--- config.mk ---
export PLATFORM = sky130hd
export DESIGN_NAME = annex_b_nal_splitter_flat
export DESIGN_NICKNAME = d
export VERILOG_FILES = /design/src/hw/rtl/ans_pkg.sv /design/src/hw/rtl/ans_ifs.sv /design/src/hw/rtl/annex_b_nal_splitter.sv /design/src/hw/rtl/ans_scanner.sv /design/src/flat_wrapper.sv
export SDC_FILE = /design/constraint.sdc
export NUM_CORES = 1
export LEC_CHECK = 0
export BUFFER_PORTS_ARGS = -buffer_cell sky130_fd_sc_hd__buf_2
export CAP_MARGIN = 20
export CORE_MARGIN = 2
export CORE_UTILIZATION = 56
export CTS_BUF_LIST = sky130_fd_sc_hd__clkbuf_4 sky130_fd_sc_hd__clkbuf_8 sky130_fd_sc_hd__clkbuf_16
export DETAILED_ROUTE_END_ITERATION = 8
export GPL_TIMING_DRIVEN = 1
export PLACE_DENSITY = 0.77
export SYNTH_ARGS = -nofsm -noshare
export SYNTH_HDL_FRONTEND = slang
export SYNTH_HIERARCHICAL = 1
export SYNTH_SLANG_ARGS = --single-unit
--- constraint.sdc ---
create_clock -name clk -period 14.8 [get_ports clk]
set_input_delay 4.44 -clock clk [delete_from_list [all_inputs] [get_ports clk]]
set_output_delay 4.44 -clock clk [all_outputs]
set_load 0.02 [all_outputs]
--- src/hw/rtl/ans_pkg.sv ---
// ans_pkg: shared constants and types for the annex b nal splitter
// no dependencies; used by the interfaces, the scanner and the top level

package ans_pkg;

  localparam int POSITION_BITS = 32;
  localparam int WORD_BITS     = 32;
  localparam int FIELD6_BITS   = 6;

  localparam logic [7:0] BYTE_ZERO  = 8'h00;
  localparam logic [7:0] BYTE_ONE   = 8'h01;
  localparam logic [1:0] ZERO_RUN_MAX = 2'd3;
  localparam logic [1:0] ZERO_RUN_CODE = 2'd2;

  typedef logic [POSITION_BITS-1:0] pos_t;

  localparam pos_t POS_MAX = {POSITION_BITS{1'b1}};

  typedef struct packed {
    logic [WORD_BITS-1:0]   unit_offset;
    logic [WORD_BITS-1:0]   unit_length;
    logic [FIELD6_BITS-1:0] unit_type;
    logic [FIELD6_BITS-1:0] layer_num;
    logic                   stream_final;
  } result_t;

  function automatic pos_t pos_inc(input pos_t p);
    pos_inc = (p == POS_MAX) ? p : p + pos_t'(1);
  endfunction

endpackage

--- src/hw/rtl/ans_ifs.sv ---
// ans_ifs: valid/ready channel interfaces for the byte input and the unit result
// depends on ans_pkg

interface ans_in_if;
  logic       valid;
  logic       ready;
  logic [7:0] data_byte;
  logic       stream_last;

  modport source (output valid, output data_byte, output stream_last, input ready);
  modport sink   (input valid, input data_byte, input stream_last, output ready);
endinterface

interface ans_out_if;
  logic                               valid;
  logic                               ready;
  logic [ans_pkg::WORD_BITS-1:0]      unit_offset;
  logic [ans_pkg::WORD_BITS-1:0]      unit_length;
  logic [ans_pkg::FIELD6_BITS-1:0]    unit_type;
  logic [ans_pkg::FIELD6_BITS-1:0]    layer_num;
  logic                               stream_final;

  modport source (output valid, output unit_offset, output unit_length, output unit_type,
                  output layer_num, output stream_final, input ready);
  modport sink   (input valid, input unit_offset, input unit_length, input unit_type,
                  input layer_num, input stream_final, output ready);
endinterface

--- src/hw/rtl/annex_b_nal_splitter.sv ---
// annex_b_nal_splitter: top level, scanner plus output register with skid stage
// depends on ans_pkg, ans_ifs and ans_scanner
//
// usage:
//   in_chan carries one stream byte per word (data_byte, stream_last); a word is
//   taken when valid and ready are both high. out_chan carries one word per
//   unit found: payload offset and length, nal type, layer id and a flag set
//   when the unit was closed by the stream's last byte.
//   throughput: one input byte per cycle, sustained while out_chan keeps up.
//   output: a result is registered, into the output register or, when that holds
//   a stalled word, into the skid stage, as the byte that closes its unit is taken.
//   the output register is backed by a one-word skid stage; in_chan.ready is
//   a register output and drops only when that skid stage holds a word, so a
//   stalled receiver holds off the input after at most two pending results.
//   reset (rst_n low, synchronous) clears the position counter, the scanner
//   state and both output stages; the byte after reset is position zero.
//   after a byte marked stream_last the scanner is back in its reset state.

module annex_b_nal_splitter (
  input  logic       clk,
  input  logic       rst_n,
  ans_in_if.sink     in_chan,
  ans_out_if.source  out_chan
);

  logic             accept;
  logic             res_valid;
  ans_pkg::result_t res;

  logic             out_valid_r, out_valid_nxt;
  logic             skid_valid_r, skid_valid_nxt;
  ans_pkg::result_t out_data_r, out_data_nxt;
  ans_pkg::result_t skid_data_r, skid_data_nxt;
  logic             pop, push;

  assign in_chan.ready = !skid_valid_r;
  assign accept        = in_chan.valid && in_chan.ready;

  ans_scanner u_scanner (
    .clk         (clk),
    .rst_n       (rst_n),
    .accept      (accept),
    .data_byte   (in_chan.data_byte),
    .stream_last (in_chan.stream_last),
    .res_valid   (res_valid),
    .res         (res)
  );

  assign pop  = out_valid_r && out_chan.ready;
  assign push = res_valid;

  always_comb begin
    out_valid_nxt  = out_valid_r;
    skid_valid_nxt = skid_valid_r;
    out_data_nxt   = out_data_r;
    skid_data_nxt  = skid_data_r;
    if (pop) begin
      if (skid_valid_r) begin
        out_data_nxt   = skid_data_r;
        skid_valid_nxt = 1'b0;
      end else begin
        out_valid_nxt = push;
        out_data_nxt  = res;
      end
    end else if (push) begin
      if (!out_valid_r) begin
        out_valid_nxt = 1'b1;
        out_data_nxt  = res;
      end else begin
        skid_valid_nxt = 1'b1;
        skid_data_nxt  = res;
      end
    end
  end

  always_ff @(posedge clk) begin
    if (!rst_n) begin
      out_valid_r  <= 1'b0;
      skid_valid_r <= 1'b0;
    end else begin
      out_valid_r  <= out_valid_nxt;
      skid_valid_r <= skid_valid_nxt;
    end
    out_data_r  <= out_data_nxt;
    skid_data_r <= skid_data_nxt;
  end

  assign out_chan.valid        = out_valid_r;
  assign out_chan.unit_offset  = out_data_r.unit_offset;
  assign out_chan.unit_length  = out_data_r.unit_length;
  assign out_chan.unit_type    = out_data_r.unit_type;
  assign out_chan.layer_num    = out_data_r.layer_num;
  assign out_chan.stream_final = out_data_r.stream_final;

  // skid stage is only ever filled behind a full output register
  a_skid_behind_out: assert property (@(posedge clk) disable iff (!rst_n)
    skid_valid_r |-> out_valid_r)
    else $error("skid word without output word");

  // a new result arriving at a stalled full output lands in the skid stage
  a_push_to_skid: assert property (@(posedge clk) disable iff (!rst_n)
    (push && out_valid_r && !out_chan.ready) |=> skid_valid_r)
    else $error("result lost while output stalled");

  // draining the skid stage moves its word into the output register
  a_skid_drain: assert property (@(posedge clk) disable iff (!rst_n)
    (pop && skid_valid_r) |=> (out_valid_r && !skid_valid_r && out_data_r == $past(skid_data_r)))
    else $error("skid word not forwarded");

endmodule

--- src/hw/rtl/ans_scanner.sv ---
// ans_scanner: start code scanner state and per-word unit result logic
// depends on ans_pkg

module ans_scanner (
  input  logic             clk,
  input  logic             rst_n,
  input  logic             accept,
  input  logic [7:0]       data_byte,
  input  logic             stream_last,
  output logic             res_valid,
  output ans_pkg::result_t res
);

  ans_pkg::pos_t pos_r, pos_nxt;
  ans_pkg::pos_t begin_r, begin_nxt;
  logic [1:0]    zero_run_r, zero_run_nxt;
  logic          open_r, open_nxt;
  logic [7:0]    hdr_first_r, hdr_first_nxt;
  logic [7:0]    hdr_second_r, hdr_second_nxt;

  logic          code;
  logic [7:0]    hf_cur, hs_cur;
  ans_pkg::pos_t pos_next, end_pos, back, len;
  logic          close;

  always_comb begin
    code     = (data_byte == ans_pkg::BYTE_ONE) && (zero_run_r >= ans_pkg::ZERO_RUN_CODE);
    pos_next = ans_pkg::pos_inc(pos_r);

    // header bytes captured from the first two payload words
    hf_cur = hdr_first_r;
    hs_cur = hdr_second_r;
    if (open_r && !code) begin
      if (pos_r == begin_r) begin
        hf_cur = data_byte;
      end else if ({1'b0, pos_r} == {1'b0, begin_r} + {{ans_pkg::POSITION_BITS{1'b0}}, 1'b1}) begin
        hs_cur = data_byte;
      end
    end

    back    = (zero_run_r == ans_pkg::ZERO_RUN_MAX) ? ans_pkg::pos_t'(3) : ans_pkg::pos_t'(2);
    end_pos = '0;
    if (code) begin
      end_pos = (pos_r >= back) ? pos_r - back : '0;
    end else if (stream_last) begin
      end_pos = pos_next;
    end
    close = open_r && (code || stream_last);
    len   = end_pos - begin_r;

    res_valid = accept && close && (end_pos >= begin_r) && (len >= ans_pkg::pos_t'(2));
    res.unit_offset  = ans_pkg::WORD_BITS'(begin_r);
    res.unit_length  = ans_pkg::WORD_BITS'(len);
    res.unit_type    = hf_cur[6:1];
    res.layer_num    = {hf_cur[0], hs_cur[7:3]};
    res.stream_final = stream_last;
  end

  always_comb begin
    pos_nxt        = pos_r;
    begin_nxt      = begin_r;
    zero_run_nxt   = zero_run_r;
    open_nxt       = open_r;
    hdr_first_nxt  = hdr_first_r;
    hdr_second_nxt = hdr_second_r;
    if (accept) begin
      if (stream_last) begin
        pos_nxt        = '0;
        begin_nxt      = '0;
        zero_run_nxt   = '0;
        open_nxt       = 1'b0;
        hdr_first_nxt  = '0;
        hdr_second_nxt = '0;
      end else begin
        pos_nxt = pos_next;
        if (code) begin
          open_nxt       = 1'b1;
          begin_nxt      = pos_next;
          hdr_first_nxt  = '0;
          hdr_second_nxt = '0;
        end else begin
          hdr_first_nxt  = hf_cur;
          hdr_second_nxt = hs_cur;
        end
        if (data_byte == ans_pkg::BYTE_ZERO) begin
          zero_run_nxt = (zero_run_r == ans_pkg::ZERO_RUN_MAX) ? zero_run_r : zero_run_r + 2'd1;
        end else begin
          zero_run_nxt = '0;
        end
      end
    end
  end

  always_ff @(posedge clk) begin
    if (!rst_n) begin
      pos_r        <= '0;
      begin_r      <= '0;
      zero_run_r   <= '0;
      open_r       <= 1'b0;
      hdr_first_r  <= '0;
      hdr_second_r <= '0;
    end else begin
      pos_r        <= pos_nxt;
      begin_r      <= begin_nxt;
      zero_run_r   <= zero_run_nxt;
      open_r       <= open_nxt;
      hdr_first_r  <= hdr_first_nxt;
      hdr_second_r <= hdr_second_nxt;
    end
  end

  // an open unit never starts past the current position
  a_begin_le_pos: assert property (@(posedge clk) disable iff (!rst_n)
    open_r |-> (begin_r <= pos_r))
    else $error("unit begin ahead of byte position");

  // the last word returns the scanner to its reset state
  a_last_clears: assert property (@(posedge clk) disable iff (!rst_n)
    (accept && stream_last) |=> (!open_r && pos_r == '0 && zero_run_r == '0))
    else $error("state not cleared after last word");

  // a start code always leaves a unit open whose payload begins at the next word
  a_code_opens: assert property (@(posedge clk) disable iff (!rst_n)
    (accept && code && !stream_last) |=> (open_r && begin_r == pos_r))
    else $error("start code did not open unit");

endmodule
--- src/flat_wrapper.sv ---
// flat-port wrapper written by rule: the top's interface ports become plain ports
module annex_b_nal_splitter_flat 
  (clk, rst_n, in_chan_valid, in_chan_data_byte, in_chan_stream_last, in_chan_ready, out_chan_valid, out_chan_unit_offset, out_chan_unit_length, out_chan_unit_type, out_chan_layer_num, out_chan_stream_final, out_chan_ready);
  ans_in_if in_chan_i ();
  ans_out_if out_chan_i ();
  input  logic clk;
  input  logic rst_n;
  input wire logic [$bits(in_chan_i.valid)-1:0] in_chan_valid;
  input wire logic [$bits(in_chan_i.data_byte)-1:0] in_chan_data_byte;
  input wire logic [$bits(in_chan_i.stream_last)-1:0] in_chan_stream_last;
  output wire logic [$bits(in_chan_i.ready)-1:0] in_chan_ready;
  output wire logic [$bits(out_chan_i.valid)-1:0] out_chan_valid;
  output wire logic [$bits(out_chan_i.unit_offset)-1:0] out_chan_unit_offset;
  output wire logic [$bits(out_chan_i.unit_length)-1:0] out_chan_unit_length;
  output wire logic [$bits(out_chan_i.unit_type)-1:0] out_chan_unit_type;
  output wire logic [$bits(out_chan_i.layer_num)-1:0] out_chan_layer_num;
  output wire logic [$bits(out_chan_i.stream_final)-1:0] out_chan_stream_final;
  input wire logic [$bits(out_chan_i.ready)-1:0] out_chan_ready;
  assign in_chan_i.valid = in_chan_valid;
  assign in_chan_i.data_byte = in_chan_data_byte;
  assign in_chan_i.stream_last = in_chan_stream_last;
  assign in_chan_ready = in_chan_i.ready;
  assign out_chan_valid = out_chan_i.valid;
  assign out_chan_unit_offset = out_chan_i.unit_offset;
  assign out_chan_unit_length = out_chan_i.unit_length;
  assign out_chan_unit_type = out_chan_i.unit_type;
  assign out_chan_layer_num = out_chan_i.layer_num;
  assign out_chan_stream_final = out_chan_i.stream_final;
  assign out_chan_i.ready = out_chan_ready;
  annex_b_nal_splitter u_core (.clk(clk), .rst_n(rst_n), .in_chan(in_chan_i), .out_chan(out_chan_i));
endmodule
==> impl_results.md <==
* Status: finished, final reports clean
* Placed Cells at between 1500 and 2000
* # port buffers at 91
* CTS tree: yes
* CP Buf/Inv Count at 3
* Post-cts resize count at 0
* Reg2reg start: u_core/u_scanner/pos_r[2]$_SDFFE_PN0P_
* Starting Density at a little under three fifths
* Pwr dens at slightly below 90 nW/um^2
* Worst Max-Slew Pin Slew at 1020 ps
* Worst IR drop on VDD at ~0.00012 V
* Final nets at 1643
* Hold path depth at 2
* Die height at around 170 um
* Setup violators final at 0
* Worst slew margin at between 30% and 40%
* Combinational family with the most area after synthesis: simple AND/OR/NAND/NOR gates
* Xor/xnor share of the synthesized area at ~5.5%
* GPL Wtd Cong at 0.982
* Final cell count without fillers at approximately 2000
* Hold-critical path endpoint: u_core/u_scanner/hdr_second_r[5]$_SDFFE_PN0P_
* Final worst-path cycle share at 76.3%
* RSZ-0062 raised after global routing: no
* Area of all placed cells without fillers at 16100 um^2
* Reg2Reg Depth at 22
* Global Route Usage Sum at between 30% and 40%
* Post-Syn Instances at around 1600
* Crit path largest cell delay at around 790 ps
* Syn_nets at about 1600
* Netlist cell types at 79
* Worst EP required at about 15000 ps
* Data arrival time of the worst path at roughly 11000 ps
* Layout cells sized above 1 at between 15 and 20%
* CP delay by family, top: compound AO/OA/AOI/OAI gates
* Max-Cap Viols at 0
* Main synth FF type: edfxtp_1
* Post-detail-place hpwl at ~32000 um
* Cts-stage hold buffer count at 0
* Post CTS Setup Buffer Count at 0
* TNS Setup at 0 ps
* Clock Tree Root: clkbuf_16
* Routed len/inst at about 23 um
* Residual DRC at 0
* Maximum clock path buffer count at 3
* Clk pin slew, worst setup/hold paths at around 60 ps
* Worst reg2reg endpoint: u_core/skid_data_r[57]$_DFFE_PP_
* Hold WS at around 500 ps
* Layout area overhead at 9.50%
* Pre-antenna DRT Iters at 6
* Leakage power at about 6.3 nW
* Skew final at 33.6 ps
* Worst Path Max Fanout at 43
* Synthesized area at ~15000 um^2
* Vias in the first global route at about 12000
* Die width at 166 um
* Yosys reg bits at between 200 and 250
* Detailed Route WL at about 44000 um
* Clock sinks at 235
* Critical path startpoint category: primary input
* Dpl cell area at 15200 um^2
* WS Path Type: primary input to flop
* DRT antenna net count at 0
* Clock latency on the worst-skew pair at about 540 ps
* Slew Limit Fails at 0
* First-pass GRT wire length at slightly below 70000 um
* CP Cell Sequence: buf_2, nor4_1, nand2_1, or2_2, a21oi_1, buf_4, a22o_1, nand2_1, o211ai_1, ha_1, a21o_1, a31o_2, a221o_1, o31ai_2, a21oi_1, a2111oi_0, nor4_1, and4_1, a21oi_1, nand2_1, nor2_4, buf_4
* Simple-gate share of the synthesized area at 19.2%
* Initial antenna violation count at 0
* Ys Warns at 6
* CTS Buf Count at 25
* Vias at about 13000
* Proportion of synthesized area in mux cells at 8.93%
* Largest net degree at the start of global routing at 60
* Minimum clock period after layout at 11290 ps
* HP Class: flop to flop
* Synth Area in Adders at 3.37%
* Placeable Area at about 26000 um^2
* Async set-reset flop share out of synthesis at 0%
* Vias per inst at roughly 6.5
* Syn_area_per_cell at between 9 and 10 um^2
* Number of H-tree levels at 1
* Die area at 27600 um^2
* Fmax at between 80 and 90 MHz
* CP max stage cell: nor2_4
* Final WS setup at 3510 ps
* Aggregate global routing overflow at 0
* HP Start: u_core/u_scanner/hdr_second_r[5]$_SDFFE_PN0P_
* Sequential area share after synthesis at between 40% and 50%
* DR iter-0 viols at ~1500
* Post-Place Worst Slack at about 3200 ps
* Number of flops mapped to enable cells by yosys at about 150
* I/O pins at 92
* Fillers at roughly 2200
* # diodes at 0
* Row cnt at 59
* Worst R2R Setup Slack at 5570 ps
* Critical Path End Type: flop
* Hold Vio Cnt, Final at 0
* Complex-gate fraction of the synthesized area at 15.6%
==> cell type report <==
type | instances | area (um^2) | area share (%)
clock inverter | 13 | 131 | 0.815
clock buffer | 33 | 722 | 4.48
multi-input combinational | 1164 | 7790 | 48.3
tap | 335 | 419 | 2.60
sequential | 235 | 6250 | 38.8
timing repair buffer | 109 | 598 | 3.71
inverter | 56 | 210 | 1.30
==> state kept, by name, indices dropped and copies added, names as in the netlist <==
name                           flops
u_core/out_chan.layer_num          6
u_core/out_chan.stream_final       1
u_core/out_chan.unit_length       32
u_core/out_chan.unit_offset       32
u_core/out_chan.unit_type          6
u_core/out_chan.valid              1
u_core/skid_data_r                77
u_core/skid_valid_r                1
u_core/u_scanner/begin_r          32
u_core/u_scanner/hdr_first_r       7
u_core/u_scanner/hdr_second_r      5
u_core/u_scanner/open_r            1
u_core/u_scanner/pos_r            32
u_core/u_scanner/zero_run_r        2
==> through the flow <==
step | util (%) | total power, mW
floorplan | - | 0.757
global placement | 58.8 | 0.778
detailed placement | 58.8 | 0.779
CTS | 62.1 | 1.42
global route | 62.2 | 1.45
finish | 62.2 | 1.41
==> Yosys cell counts (all sizes together) (47+ instances only) <==
cell type | instances | area share, %
clkbuf | 97 | 2.5
nand2 | 116 | 3.0
o21ai | 55 | 1.9
nor3 | 61 | 2.1
nand3 | 55 | 1.9
a21oi | 123 | 4.2
inv | 55 | 1.4
xor2 | 47 | 2.8
nor2 | 166 | 4.2
mux2 | 94 | 8.0
edfxtp | 154 | 31
dfxtp | 81 | 11
==> layer usage <==
layer  global-route usage [%]  wire (um)
met2                     49.6      20100
met3                     4.67       3970
met4                     11.8       1790
met1                     42.1      18200
met5                        0          0
==> logic make-up after synthesis <==
family | after synthesis
AOI/OAI and AO/OA | 358
and+or+nand+nor | 568
muxes | 107
DFF | 235
adders and majority gates | 39
xor gates and xnor gates | 92
buffers and inverters | 177
==> worst register-to-register path: stages, from the launching register on <==
cell and delay (ps):
dfxtp_1 550, nor4_1 880, nor2b_1 610, nand4_1 310
nor3_1 530, a21oi_1 390, buf_4 330, and2_1 210
a211oi_1 240, a21oi_1 70, ha_1 330, a21o_1 210
a31o_2 290, a221o_1 340, o31ai_2 580, a21oi_1 160
a2111oi_0 640, nor4_1 100, and4_1 210, a21oi_1 250
nand2_1 170, nor2_4 800, buf_4 610
==> worst max path at each step <==
| stage | start | end | slack [ps] | cells after the start |
|---|---|---|---|---|
| finish | in_chan_data_byte[4] | u_core/skid_data_r[57]$_DFFE_PP_ | 3510 | 22 |
| global route | in_chan_data_byte[4] | u_core/out_chan.unit_offset[24]$_DFFE_PP_ | 2910 | 22 |
| CTS | in_chan_data_byte[4] | u_core/skid_data_r[3]$_DFFE_PP_ | 3600 | 22 |
| detailed placement | in_chan_data_byte[4] | u_core/skid_data_r[57]$_DFFE_PP_ | 3170 | 22 |
| global placement | in_chan_data_byte[4] | u_core/skid_data_r[57]$_DFFE_PP_ | 3520 | 22 |
| floorplan | in_chan_data_byte[4] | u_core/out_chan.layer_num[0]$_DFFE_PP_ | 20 | 23 |
==> where the power goes <==
part           leakage (nW)  internal [mW]  switching, mW
clock                 0.428          0.380          0.266
combinational          3.90         0.0245         0.0466
sequential             2.00          0.695        0.00126
total                  6.32           1.10          0.313
==> cell usage in the layout, fill, tap and decap left out, drive strengths merged, types with 9 or more instances in the layout <==
cell	netlist	routed
nor2	166	166
mux2i	12	12
nand2	116	116
nor3	61	61
o211ai	12	12
mux2	94	94
and3	23	23
a22oi	40	40
edfxtp	154	154
ha	38	38
xnor2	45	45
and4	13	13
or3	11	11
o21ai	55	55
a31oi	9	9
a211oi	15	15
a21oi	123	123
nand3	55	55
inv	55	58
xor2	47	47
and2	14	14
dfxtp	81	81
a21o	13	13
buf	24	109
nand4	32	32
clkbuf	97	33
o22ai	17	17
nor2b	13	13
nor4	32	32
No activity file was read; power rests on OpenSTA's default activity.
